==> config.mk <==
export PLATFORM = sky130hd
export DESIGN_NAME = ptw_ctrl
export DESIGN_NICKNAME = d
export VERILOG_FILES = /design/src/hw/rtl/ptw_pkg.sv /design/src/hw/rtl/ptw_ctrl.sv
export SDC_FILE = /design/constraint.sdc
export NUM_CORES = 1
export LEC_CHECK = 0
export BUFFER_PORTS_ARGS = -buffer_cell sky130_fd_sc_hd__buf_2
export CAP_MARGIN = 20
export CELL_PAD_IN_SITES_DETAIL_PLACEMENT = 1
export CELL_PAD_IN_SITES_GLOBAL_PLACEMENT = 1
export CORE_AREA = 4 4 41 43
export CTS_BUF_LIST = sky130_fd_sc_hd__clkbuf_8
export CTS_CLUSTER_SIZE = 12
export DETAILED_ROUTE_END_ITERATION = 10
export DIE_AREA = 0 0 45 47
export PLACE_DENSITY_LB_ADDON = 0.05
export SYNTH_ARGS = -nofsm -noshare
export SYNTH_HDL_FRONTEND = slang
export SYNTH_SLANG_ARGS = --single-unit
==> constraint.sdc <==
create_clock -name clk -period 2.12 [get_ports clk]
set_input_delay 0.318 -clock clk [delete_from_list [all_inputs] [get_ports clk]]
set_output_delay 0.318 -clock clk [all_outputs]
set_load 0.01 [all_outputs]
==> src/hw/rtl/ptw_pkg.sv <==
// Shared types and constants of the two-level page table walker.
package ptw_pkg;

  // Configuration register indexes
  localparam logic [1:0] CFG_IDX_ENABLE   = 2'd0;
  localparam logic [1:0] CFG_IDX_SUP_ROOT = 2'd1;
  localparam logic [1:0] CFG_IDX_USR_ROOT = 2'd2;

  // Request types
  localparam logic REQ_TRANSLATE = 1'b0;
  localparam logic REQ_TABLE_WR  = 1'b1;

  // Result status codes
  localparam logic [2:0] ST_OK    = 3'd0;
  localparam logic [2:0] ST_ROOT  = 3'd1;
  localparam logic [2:0] ST_TABLE = 3'd2;
  localparam logic [2:0] ST_PAGE  = 3'd3;
  localparam logic [2:0] ST_WPROT = 3'd4;

  // Status register bits
  localparam logic [3:0] BIT_NONE  = 4'h0;
  localparam logic [3:0] BIT_ROOT  = 4'h1;
  localparam logic [3:0] BIT_PAGE  = 4'h2;
  localparam logic [3:0] BIT_WPROT = 4'h4;
  localparam logic [3:0] BIT_TABLE = 4'h8;

  // Descriptor bit positions
  localparam int DESC_VALID_BIT = 0;
  localparam int DESC_WPROT_BIT = 1;

  typedef enum logic [1:0] {
    S_CLEAR,
    S_IDLE,
    S_L1,
    S_L2
  } ptw_state_t;

  // Controller to datapath
  typedef struct packed {
    logic clr_wr;      // write one zero word of the clearing pass
    logic take_xlate;  // latch a translate word, issue first-level read
    logic take_write;  // write a table word
    logic l2_rd;       // issue second-level read
    logic load_out;    // load the result register
    logic sel_l2;      // result comes from the second-level check
  } ptw_cmd_t;

  // Datapath to controller
  typedef struct packed {
    logic clr_last;    // clearing pass writes its last entry
    logic req_is_wr;   // input word is a table write
    logic l1_go;       // first-level descriptor passes, walk on
    logic out_free;    // result register can take a new word
  } ptw_sts_t;

endpackage

==> src/hw/rtl/ptw_ctrl.sv <==
// Walk controller: sequences clearing, table writes and the two-level walk.
module ptw_ctrl (
  input  logic              clk,
  input  logic              rst_n,
  input  logic              in_valid,
  output logic              in_stall,
  input  ptw_pkg::ptw_sts_t sts,
  output ptw_pkg::ptw_cmd_t cmd
);

  ptw_pkg::ptw_state_t state_r;
  ptw_pkg::ptw_state_t state_nxt;

  always_ff @(posedge clk) begin
    if (!rst_n) begin
      state_r <= ptw_pkg::S_CLEAR;
    end else begin
      state_r <= state_nxt;
    end
  end

  always_comb begin
    state_nxt = state_r;
    case (state_r)
      ptw_pkg::S_CLEAR: begin
        if (sts.clr_last) state_nxt = ptw_pkg::S_IDLE;
      end
      ptw_pkg::S_IDLE: begin
        if (in_valid && !sts.req_is_wr) state_nxt = ptw_pkg::S_L1;
      end
      ptw_pkg::S_L1: begin
        if (sts.l1_go) begin
          state_nxt = ptw_pkg::S_L2;
        end else if (sts.out_free) begin
          state_nxt = ptw_pkg::S_IDLE;
        end
      end
      ptw_pkg::S_L2: begin
        if (sts.out_free) state_nxt = ptw_pkg::S_IDLE;
      end
      default: state_nxt = ptw_pkg::S_CLEAR;
    endcase
  end

  always_comb begin
    cmd      = '0;
    in_stall = 1'b1;
    case (state_r)
      ptw_pkg::S_CLEAR: begin
        cmd.clr_wr = 1'b1;
      end
      ptw_pkg::S_IDLE: begin
        in_stall       = 1'b0;
        cmd.take_xlate = in_valid && !sts.req_is_wr;
        cmd.take_write = in_valid && sts.req_is_wr;
      end
      ptw_pkg::S_L1: begin
        cmd.l2_rd    = sts.l1_go;
        cmd.load_out = !sts.l1_go && sts.out_free;
      end
      ptw_pkg::S_L2: begin
        cmd.load_out = sts.out_free;
        cmd.sel_l2   = 1'b1;
      end
      default: begin
        cmd = '0;
      end
    endcase
  end

endmodule

==> results of run 1 <==
==> worst max-delay path: cells and delay by family (launching register included) <==
kind                   cells  cell delay, ns
buffers and inverters      1            0.12
DFF                        1            0.47
and+or+nand+nor            2            0.32
==> cells in the mapped netlist <==
master	instances	share of area (%)
inv_1	2	4.5
dfxtp_1	2	24
nand3b_1	1	4.5
nor3_1	1	3.0
a221oi_1	1	5.2
nor4bb_4	1	15
and2_1	3	11
nor4b_2	1	9.0
nand2b_1	2	7.5
nor4_2	1	7.5
nor2_1	3	6.7
nand2_1	1	2.2
==> worst max-delay path by stage <==
| stage | endpoint | cells past startpoint |
|---|---|---|
| floorplan | cmd[3] | 2 |
| global placement | cmd[1] | 3 |
| detailed placement | cmd[4] | 2 |
| CTS | cmd[4] | 2 |
| global route | cmd[1] | 3 |
| finish | cmd[1] | 3 |
==> layout make-up <==
cell class,instances,area share [%]
flip-flops and latches,2,13.68
well taps,15,6.410
inverters,2,2.564
clock buffers,3,14.10
multi-input cells,15,41.03
repair buffers,13,22.22
==> cells in the final DEF (no fill, tap or decap), drive strengths merged <==
cell type	netlist	layout
nor4b	1	1
and2	3	3
inv	2	2
nor4bb	1	1
nor3	1	1
buf	0	13
nand2	1	1
dfxtp	2	2
clkbuf	0	3
nor4	1	1
nor2	3	3
nand3b	1	1
nand2b	2	2
a221oi	1	1
==> metal layers <==
metal | part of all wire, % | wire length, um | vias to the layer above
met5 | 0 | 0 | -
met4 | 6.6 | 36 | 0
met3 | 10 | 55 | 5
met2 | 46 | 250 | 9
met1 | 38 | 206 | 86
li1 | - | - | 99
==> power by group through the flow <==
stage                     combinational (uW)  sequential (uW)  clock, uW
after floorplan                         19.7             45.8          0
after global placement                  36.3             47.4          0
after CTS                               36.1             47.2        152
final                                   35.0             47.0        149
after detailed placement                35.9             47.7          0
after global routing                    38.2             48.2        156
==> cell families (layout without fill, tap and decap cells) <==
kind of cell	after synthesis	count (layout)	synth area share, %
DFF	2	2	23.88
buffers and inverters	2	18	4.479
AOI/OAI and AO/OA	1	1	5.225
and+or+nand+nor	14	14	66.41
==> through the flow <==
| step | utilization, % | cells | area, um2 | hold WS [ns] | setup WS (ns) |
|---|---|---|---|---|---|
| final | 22.50 | 50 | 292.8 | 0.3870 | 0.6771 |
| after floorplan | - | 19 | 167.7 | 0.4726 | 1.036 |
| after CTS | 22.50 | 50 | 292.8 | 0.3941 | 0.6507 |
| after global routing | 22.50 | 50 | 292.8 | 0.4043 | 0.5914 |
| after detailed placement | 19.33 | 47 | 251.5 | 0.6085 | 0.8767 |
| after global placement | 19.33 | 47 | 251.5 | 0.6161 | 0.8862 |
==> results.yml, run 1 <==
global_routing:
  gr-total-overflow: 0
  grt_max_degree: 9
  met3_usage_pct: 3.448
  track_usage_pct: 6.309
  met2_usage_pct: 8.757
  grt_antenna_before_repair: 0
  grt_pass1_wl_um: 848
  grt_pass1_vias: 213
  grt.busiest_layer: "met4"
  grt_util_met1_pct: 5.656
power:
  ir_drop_mv: 0.1348
  powerDensity_nw_per_um2: 787.9
  leakage_uw: 0.0001365
  internal_power_uw: 179.5
  pwr-share-seq_pct: 20.4
  p_sw_uw: 51.22
  comb_power_share_pct: 15.2
  pwr-share-clk_pct: 64.5
  swShare_pct: 22.21
  totalPowerFinal_uw: 230.7
route:
  drtIter0Drc: 0
  ant_nets: 0
  vias_per_cell: 3.980
  remaining_drc_errors: 0
  drt-total-wl_um: 548
  wl_per_cell_um: 10.96
  vias: 199
  firstDrtPassIters: 1
cells_and_area:
  largest_reg_flops: 2
  reg_top3: "state_r: 2 flops"
  area_growth_pct: 74.63
  fill_cells: 171
  multi_input_area_um2: 120.1
  nets: 44
  top_register: "state_r"
  diodes: 0
  layout-drive-gt1-share_pct: 54.29
  seqCellArea_um2: 40.04
clocking:
  clk_pin_slew_ns: 0.03
  clock-sinks: 2
  hold_buffers: 0
  cts_made_buffers: 3
  clock_latency_ns: 0.21
  cts_tree: "yes"
  cts_setup_buffers: 0
  clock_tree.root_cell: "clkbuf_8"
  cts_max_path_buffers: 2
  cts_resized: 0
  htreeDepth: 1
worst_hold_path:
  worstHoldStart: "rst_n"
  min_to: "state_r[0]"
  hold_path.class: "in -> reg"
  holdPathStages: 3
die:
  num_rows: 13
  dieArea_um2: 2115
  io_pins: 14
  dieHeight_um: 47
  initial_core_util_pct: 12.88
  core-area_um2: 1301
  dieWidth_um: 45
timing:
  fin_skew_ns: 0.002195
  setup_tns_ns: 0
  fin_crit_sh_pct: 68.06
  tightest_slew_ns: 0.2894
  hold_viol: 0
  rsz0062_at_grt: "no"
  finalSetupViolCount: 0
  slew_viol_final: 0
  clock.fmax_mhz: 693.0
  finalCriticalPeriod_ns: 1.443
  relSlewSlack_pct: 80.68
placed_design:
  gp_congestion: 0.6307
  dpl.hpwl_um: 446.9
  port_buffers: 13
synth:
  ys_seq_area_share_pct: 23.88
  ys_types: 12
  synth_area_um2: 167.7
  yosys_warnings: 0
  ys_ff_latch: 2
  syn-num-nets: 26
  syn_area_per_cell_um2: 8.824
  synthCells: 19
setup_path:
  required_ns: 1.80
  rr_worst_depth: 2
  crit_type: "reg -> out"
  crit_chain: "and2_1 -> and2_1 -> buf_2"
  reg2reg_to: "state_r[0]"
  path_common_cell: "and2_1"
  critPathLaunchType: "register"
  cp.arrival_ns: 1.12
  startpoint: "state_r[1]"
  r2r_slack_ns: 1.17
  end_kind: "output pin"
  r2r-start: "state_r[1]"
  crit_slowest_cell: "dfxtp_1"
  cp_max_fo: 8
  slowest_delay_ns: 0.47
run_status:
  outcome: "complete, no violations"
job:
  cap_violations: 0
(Power assumes the default switching activity.)
==> run 2: changes to the inputs <==
--- a/config.mk
+++ b/config.mk
@@ -5,6 +5,7 @@
 export SDC_FILE = /design/constraint.sdc
 export NUM_CORES = 1
 export LEC_CHECK = 0
+export ABC_AREA = 1
 export BUFFER_PORTS_ARGS = -buffer_cell sky130_fd_sc_hd__buf_2
 export CAP_MARGIN = 20
 export CELL_PAD_IN_SITES_DETAIL_PLACEMENT = 1
==> constraint.sdc (replaced) <==
create_clock -name clk -period 1.4 [get_ports clk]
set_input_delay 0.21 -clock clk [delete_from_list [all_inputs] [get_ports clk]]
set_output_delay 0.21 -clock clk [all_outputs]
set_load 0.01 [all_outputs]
==> run 2 against run 1 <==
Compared with the run above: cell count rose by 20%; synthesized area fell by 6.0%; synthesized cell count rose by 53%; critical endpoint unchanged; largest cell class unchanged; largest power group unchanged; highest routed layer unchanged.
==> results.yml, run 2 <==
run_status:
  outcome: "complete, no violations"
cells_and_area:
  design_area_um2: 282.8
  layout-drive-gt1-share_pct: 46.67
  top_register: "state_r"
  multi_input_area_um2: 87.58
  seqCellArea_um2: 40.04
  largest_reg_flops: 2
  fin_util_pct: 21.73
  diodes: 0
  reg_top3: "state_r: 2 flops"
  nets: 54
  final_common_cell: "buf_2"
  area_growth_pct: 79.37
  fill_cells: 180
  final_cell_mix: "buf_2 (13), inv_1 (7), nor2_1 (7)"
global_routing:
  track_usage_pct: 6.777
  gr-total-overflow: 0
  grt_pass1_wl_um: 938
  grt_antenna_before_repair: 0
  grt_max_degree: 6
  grt_pass1_vias: 239
timing:
  finalSetupViolCount: 0
  setup_tns_ns: 0
  fin_skew_ns: 0.0006750
  fin_crit_sh_pct: 88.48
  hold_viol: 0
  relSlewSlack_pct: 86.31
  clock.fmax_mhz: 807.3
  tightest_slew_ns: 0.2051
  rsz0062_at_grt: "no"
  slew_viol_final: 0
  finalCriticalPeriod_ns: 1.239
synth:
  async_flop_share_pct: 0
  syn-num-nets: 36
  ys_types: 10
  synth_area_um2: 157.7
  synth-edff-count: 0
  netlist_top_cells_area: "dfxtp_1 (25%), inv_1 (17%), nor2_1 (17%)"
  syn_area_per_cell_um2: 5.436
  synthCells: 29
  synth_top_area_share_pct: 25.40
  ys_top_cells_by_count: "inv_1 (7), nor2_1 (7), nand2_1 (6), dfxtp_1 (2), nor2_2 (2)"
  synth-main-ff-cell: "dfxtp_1"
  yosys_warnings: 0
  ys_seq_area_share_pct: 25.40
  ys_ff_latch: 2
  yosys.area.top_type: "dfxtp_1"
clocking:
  cts_max_path_buffers: 2
  cts_resized: 0
  clock_latency_ns: 0.21
  htreeDepth: 1
  hold_buffers: 0
  clk_pin_slew_ns: 0.03
  cts_tree: "yes"
  cts_made_buffers: 3
  clock_tree.root_cell: "clkbuf_8"
  clock-sinks: 2
  cts_setup_buffers: 0
power:
  totalPowerFinal_uw: 408.0
  leakage_uw: 0.0001797
  ir_drop_mv: 0.4293
  powerDensity_nw_per_um2: 1443
setup_path:
  startpoint: "state_r[0]"
  required_ns: 1.19
  rr_worst_depth: 4
  critPathLaunchType: "register"
  end_kind: "output pin"
  cp_max_fo: 4
  reg2reg_to: "state_r[1]"
  r2r_slack_ns: 0.50
  endpoint: "cmd[1]"
  crit_type: "reg -> out"
  cp.arrival_ns: 1.03
  r2r-start: "state_r[0]"
job:
  cap_violations: 0
die:
  io_pins: 14
  dieHeight_um: 47
  initial_core_util_pct: 12.12
  dieArea_um2: 2115
  num_rows: 13
  dieWidth_um: 45
  core-area_um2: 1301
placed_design:
  gp_congestion: 0.6786
  place_area_um2: 241.5
  dpl.hpwl_um: 477.2
  port_buffers: 13
route:
  drt-total-wl_um: 575
  vias: 225
  firstDrtPassIters: 2
  remaining_drc_errors: 0
  ant_nets: 0
  vias_per_cell: 3.750
  wl_per_cell_um: 9.583
  drtIter0Drc: 1
worst_hold_path:
  hold_path.class: "in -> reg"
run 2: cell count changes after synthesis, moves of 2 or more:
cell	before	now
inv_1	2	7
nand2b_1	2	0
and2_1	3	0
nor2_2	0	2
nor2_1	3	7
nand2_1	1	6
run 2: how the worst min path moves through the flow:
stage	startpoint	end	slack, ns	depth (start not counted)
global route	rst_n	state_r[0]	0.26	3
floorplan	rst_n	state_r[0]	0.34	2
CTS	rst_n	state_r[0]	0.24	3
detailed placement	rst_n	state_r[0]	0.45	3
finish	rst_n	state_r[0]	0.24	3
global placement	rst_n	state_r[0]	0.45	3
run 2: metrics by stage:
step / hold WS (ns) / instances / setup WS [ns]
finish: 0.2382 / 60 / 0.1613
global route: 0.2611 / 60 / 0.03760
CTS: 0.2359 / 60 / 0.1309
detailed placement: 0.4518 / 57 / 0.3552
global placement: 0.4460 / 57 / 0.3571
floorplan: 0.3449 / 29 / 0.4274
run 2: cells by family (layout without fill, tap and decap cells):
family	after synthesis	count (layout)	synth area share, %
and+or+nand+nor	18	18	50.00
buffers and inverters	8	24	19.05
DFF	2	2	25.40
AOI/OAI and AO/OA	1	1	5.557
run 2: critical path, stage by stage, from the launching register on:
cell,delay [ns]
dfxtp_1,0.39
inv_2,0.06
nand2_1,0.08
nand3_1,0.11
inv_1,0.07
buf_2,0.12
run 2: metal layers:
metal / up-vias / track usage [%] / part of all wire (%)
li1: 114 / - / -
met1: 99 / 6.321 / 36
met2: 10 / 9.887 / 52
met3: 2 / 3.065 / 8.3
met4: 0 / 8.772 / 3.0
met5: - / 0 / 0
run 2: cell type report:
| class | instances | share of cell area [%] |
|---|---|---|
| Sequential cell | 2 | 14.16 |
| Timing Repair Buffer | 13 | 23.01 |
| Tap cell | 15 | 6.637 |
| Multi-Input combinational cell | 19 | 30.97 |
| Clock buffer | 3 | 14.60 |
| Inverter | 8 | 10.62 |
run 2: where the power goes:
group	switching, uW	internal, uW	total, uW	leakage [uW]
Sequential	13.5	67.0	80.5	0.0000166
Combinational	60.6	42.7	103	0.000142
Clock	42.8	182	224	0.0000216
==> run 3: changes to the inputs <==
--- a/config.mk
+++ b/config.mk
@@ -16,6 +16,7 @@
 export DETAILED_ROUTE_END_ITERATION = 10
 export DIE_AREA = 0 0 45 47
 export PLACE_DENSITY_LB_ADDON = 0.05
+export SKIP_LAST_GASP = 1
 export SYNTH_ARGS = -nofsm -noshare
 export SYNTH_HDL_FRONTEND = slang
 export SYNTH_SLANG_ARGS = --single-unit
==> constraint.sdc (replaced) <==
create_clock -name clk -period 1.4 [get_ports clk]
set_input_delay 0 -clock clk [delete_from_list [all_inputs] [get_ports clk]]
set_output_delay 0 -clock clk [all_outputs]
set_load 0.01 [all_outputs]
==> run 3 against run 2 <==
Compared with the run above: total power decreased by 0.88%; cell count unchanged; global-route usage decreased by 0.56 points; critical endpoint is now cmd[3]; largest power group unchanged.
==> results.yml, run 3 (same netlist as run 2, synthesis figures left out) <==
setup_path:
  slowest_delay_ns: 0.38
  required_ns: 1.40
  critPathLaunchType: "register"
  path_delay_family: "flip-flops"
  cp_max_fo: 4
  crit_chain: "inv_2 -> nor2_2 -> inv_1 -> nor2_1 -> buf_2"
  path_buf_inv: 3
  end_kind: "output pin"
  cp.arrival_ns: 1.02
  crit_type: "reg -> out"
  crit_slowest_cell: "dfxtp_1"
job:
  cap_violations: 0
cells_and_area:
  layout-drive-gt1-share_pct: 46.67
  fin_cells: 60
  diodes: 0
  area_growth_pct: 79.37
  final_cell_mix: "buf_2 (13), inv_1 (7), nor2_1 (7)"
  reg_top3: "state_r: 2 flops"
  nets: 54
  final_common_cell: "buf_2"
  top_register: "state_r"
  largest_reg_flops: 2
timing:
  fin_skew_ns: 0.002437
  setup_tns_ns: 0
  finalSetupViolCount: 0
  setup_ws_ns: 0.3801
  tightest_slew_ns: 0.2056
  hold_viol: 0
  relSlewSlack_pct: 86.27
  fin_crit_sh_pct: 72.85
  clock.fmax_mhz: 980.5
  slew_viol_final: 0
  finalCriticalPeriod_ns: 1.020
  rsz0062_at_grt: "no"
route:
  vias_per_cell: 3.717
  remaining_drc_errors: 0
  vias: 223
  drt-total-wl_um: 539
  drtIter0Drc: 0
  firstDrtPassIters: 1
  ant_nets: 0
  wl_per_cell_um: 8.983
die:
  num_rows: 13
  io_pins: 14
  initial_core_util_pct: 12.12
  dieHeight_um: 47
  dieArea_um2: 2115
  dieWidth_um: 45
  core-area_um2: 1301
placed_design:
  dpl.hpwl_um: 476.5
  gp_congestion: 0.6808
  port_buffers: 13
  dpl.cell_count: 57
  pre_cts_ws_ns: 0.5041
worst_hold_path:
  hold_path.class: "in -> reg"
power:
  internal_power_uw: 291.0
  p_sw_uw: 113.5
  pwr-share-seq_pct: 19.8
  comb_power_share_pct: 25.7
  leakage_uw: 0.0001797
  pwr-share-clk_pct: 54.6
  powerDensity_nw_per_um2: 1430
  ir_drop_mv: 0.5502
  swShare_pct: 28.05
clocking:
  clock_tree.root_cell: "clkbuf_8"
  clock_latency_ns: 0.21
  cts_setup_buffers: 0
  hold_buffers: 0
  clk_pin_slew_ns: 0.03
  cts_resized: 0
  cts_tree: "yes"
  cts_made_buffers: 3
  cts_max_path_buffers: 2
  htreeDepth: 1
  clock-sinks: 2
global_routing:
  gr-total-overflow: 0
  track_usage_pct: 6.220
  grt_pass1_wl_um: 855
  grt_max_degree: 6
  grt_pass1_vias: 230
  grt_antenna_before_repair: 0
run_status:
  outcome: "complete, no violations"
==> run 3: cell counts in the layout (fill, tap and decap cells not counted) <==
No cell type changed its count.
==> run 3: worst reg2reg max path, cell delays in order, from the launching register on <==
cell and delay, ns:
dfxtp_1 0.38, inv_2 0.06, nor2_2 0.09, nand2_1 0.08
and3_1 0.16
==> run 3: metrics by stage <==
step / utilization (%) / hold slack, ns / instance area (um2) / total power (uW)
after floorplan: - / 0.09390 / 157.7 / 144.0
final: 21.73 / 0.02948 / 282.8 / 404.5
after global placement: 18.56 / 0.2431 / 241.5 / 186.8
after detailed placement: 18.56 / 0.2440 / 241.5 / 188.5
after CTS: 21.73 / 0.02816 / 282.8 / 416.7
after global routing: 21.73 / 0.07541 / 282.8 / 437.4
==> run 3: final timing paths <==
check / from / end / slack (ns) / cells after the start
hold / removal: rst_n / state_r[0] / 0.03 / 3
hold reg to reg: state_r[1] / state_r[1] / 0.65 / 2
setup reg to reg: state_r[0] / state_r[1] / 0.52 / 4
setup / recovery: state_r[0] / cmd[3] / 0.38 / 5
==> run 3: per-layer routing <==
| layer | vias up | track usage [%] | wire length (um) |
|---|---|---|---|
| li1 | 115 | - | - |
| met1 | 98 | 6.306 | 219 |
| met2 | 8 | 9.040 | 262 |
| met3 | 2 | 2.682 | 43 |
| met4 | 0 | 7.018 | 14 |
| met5 | - | 0 | 0 |
==> run 3: final cells by class <==
type | instances | area, um2
clock buffer | 3 | 41.29
multi-input combinational | 19 | 87.58
fill | 184 | 1018
tap | 15 | 18.77
sequential | 2 | 40.04
timing repair buffer | 13 | 65.06
inverter | 8 | 30.03
==> run 3: power by group through the flow <==
stage               Combinational (uW)  Sequential [uW]  Clock (uW)
floorplan                         65.5             78.4           0
global placement                   106             80.5           0
detailed placement                 107             81.2           0
CTS                                108             80.6         228
global route                       120             82.0         235
finish                             104             79.9         221
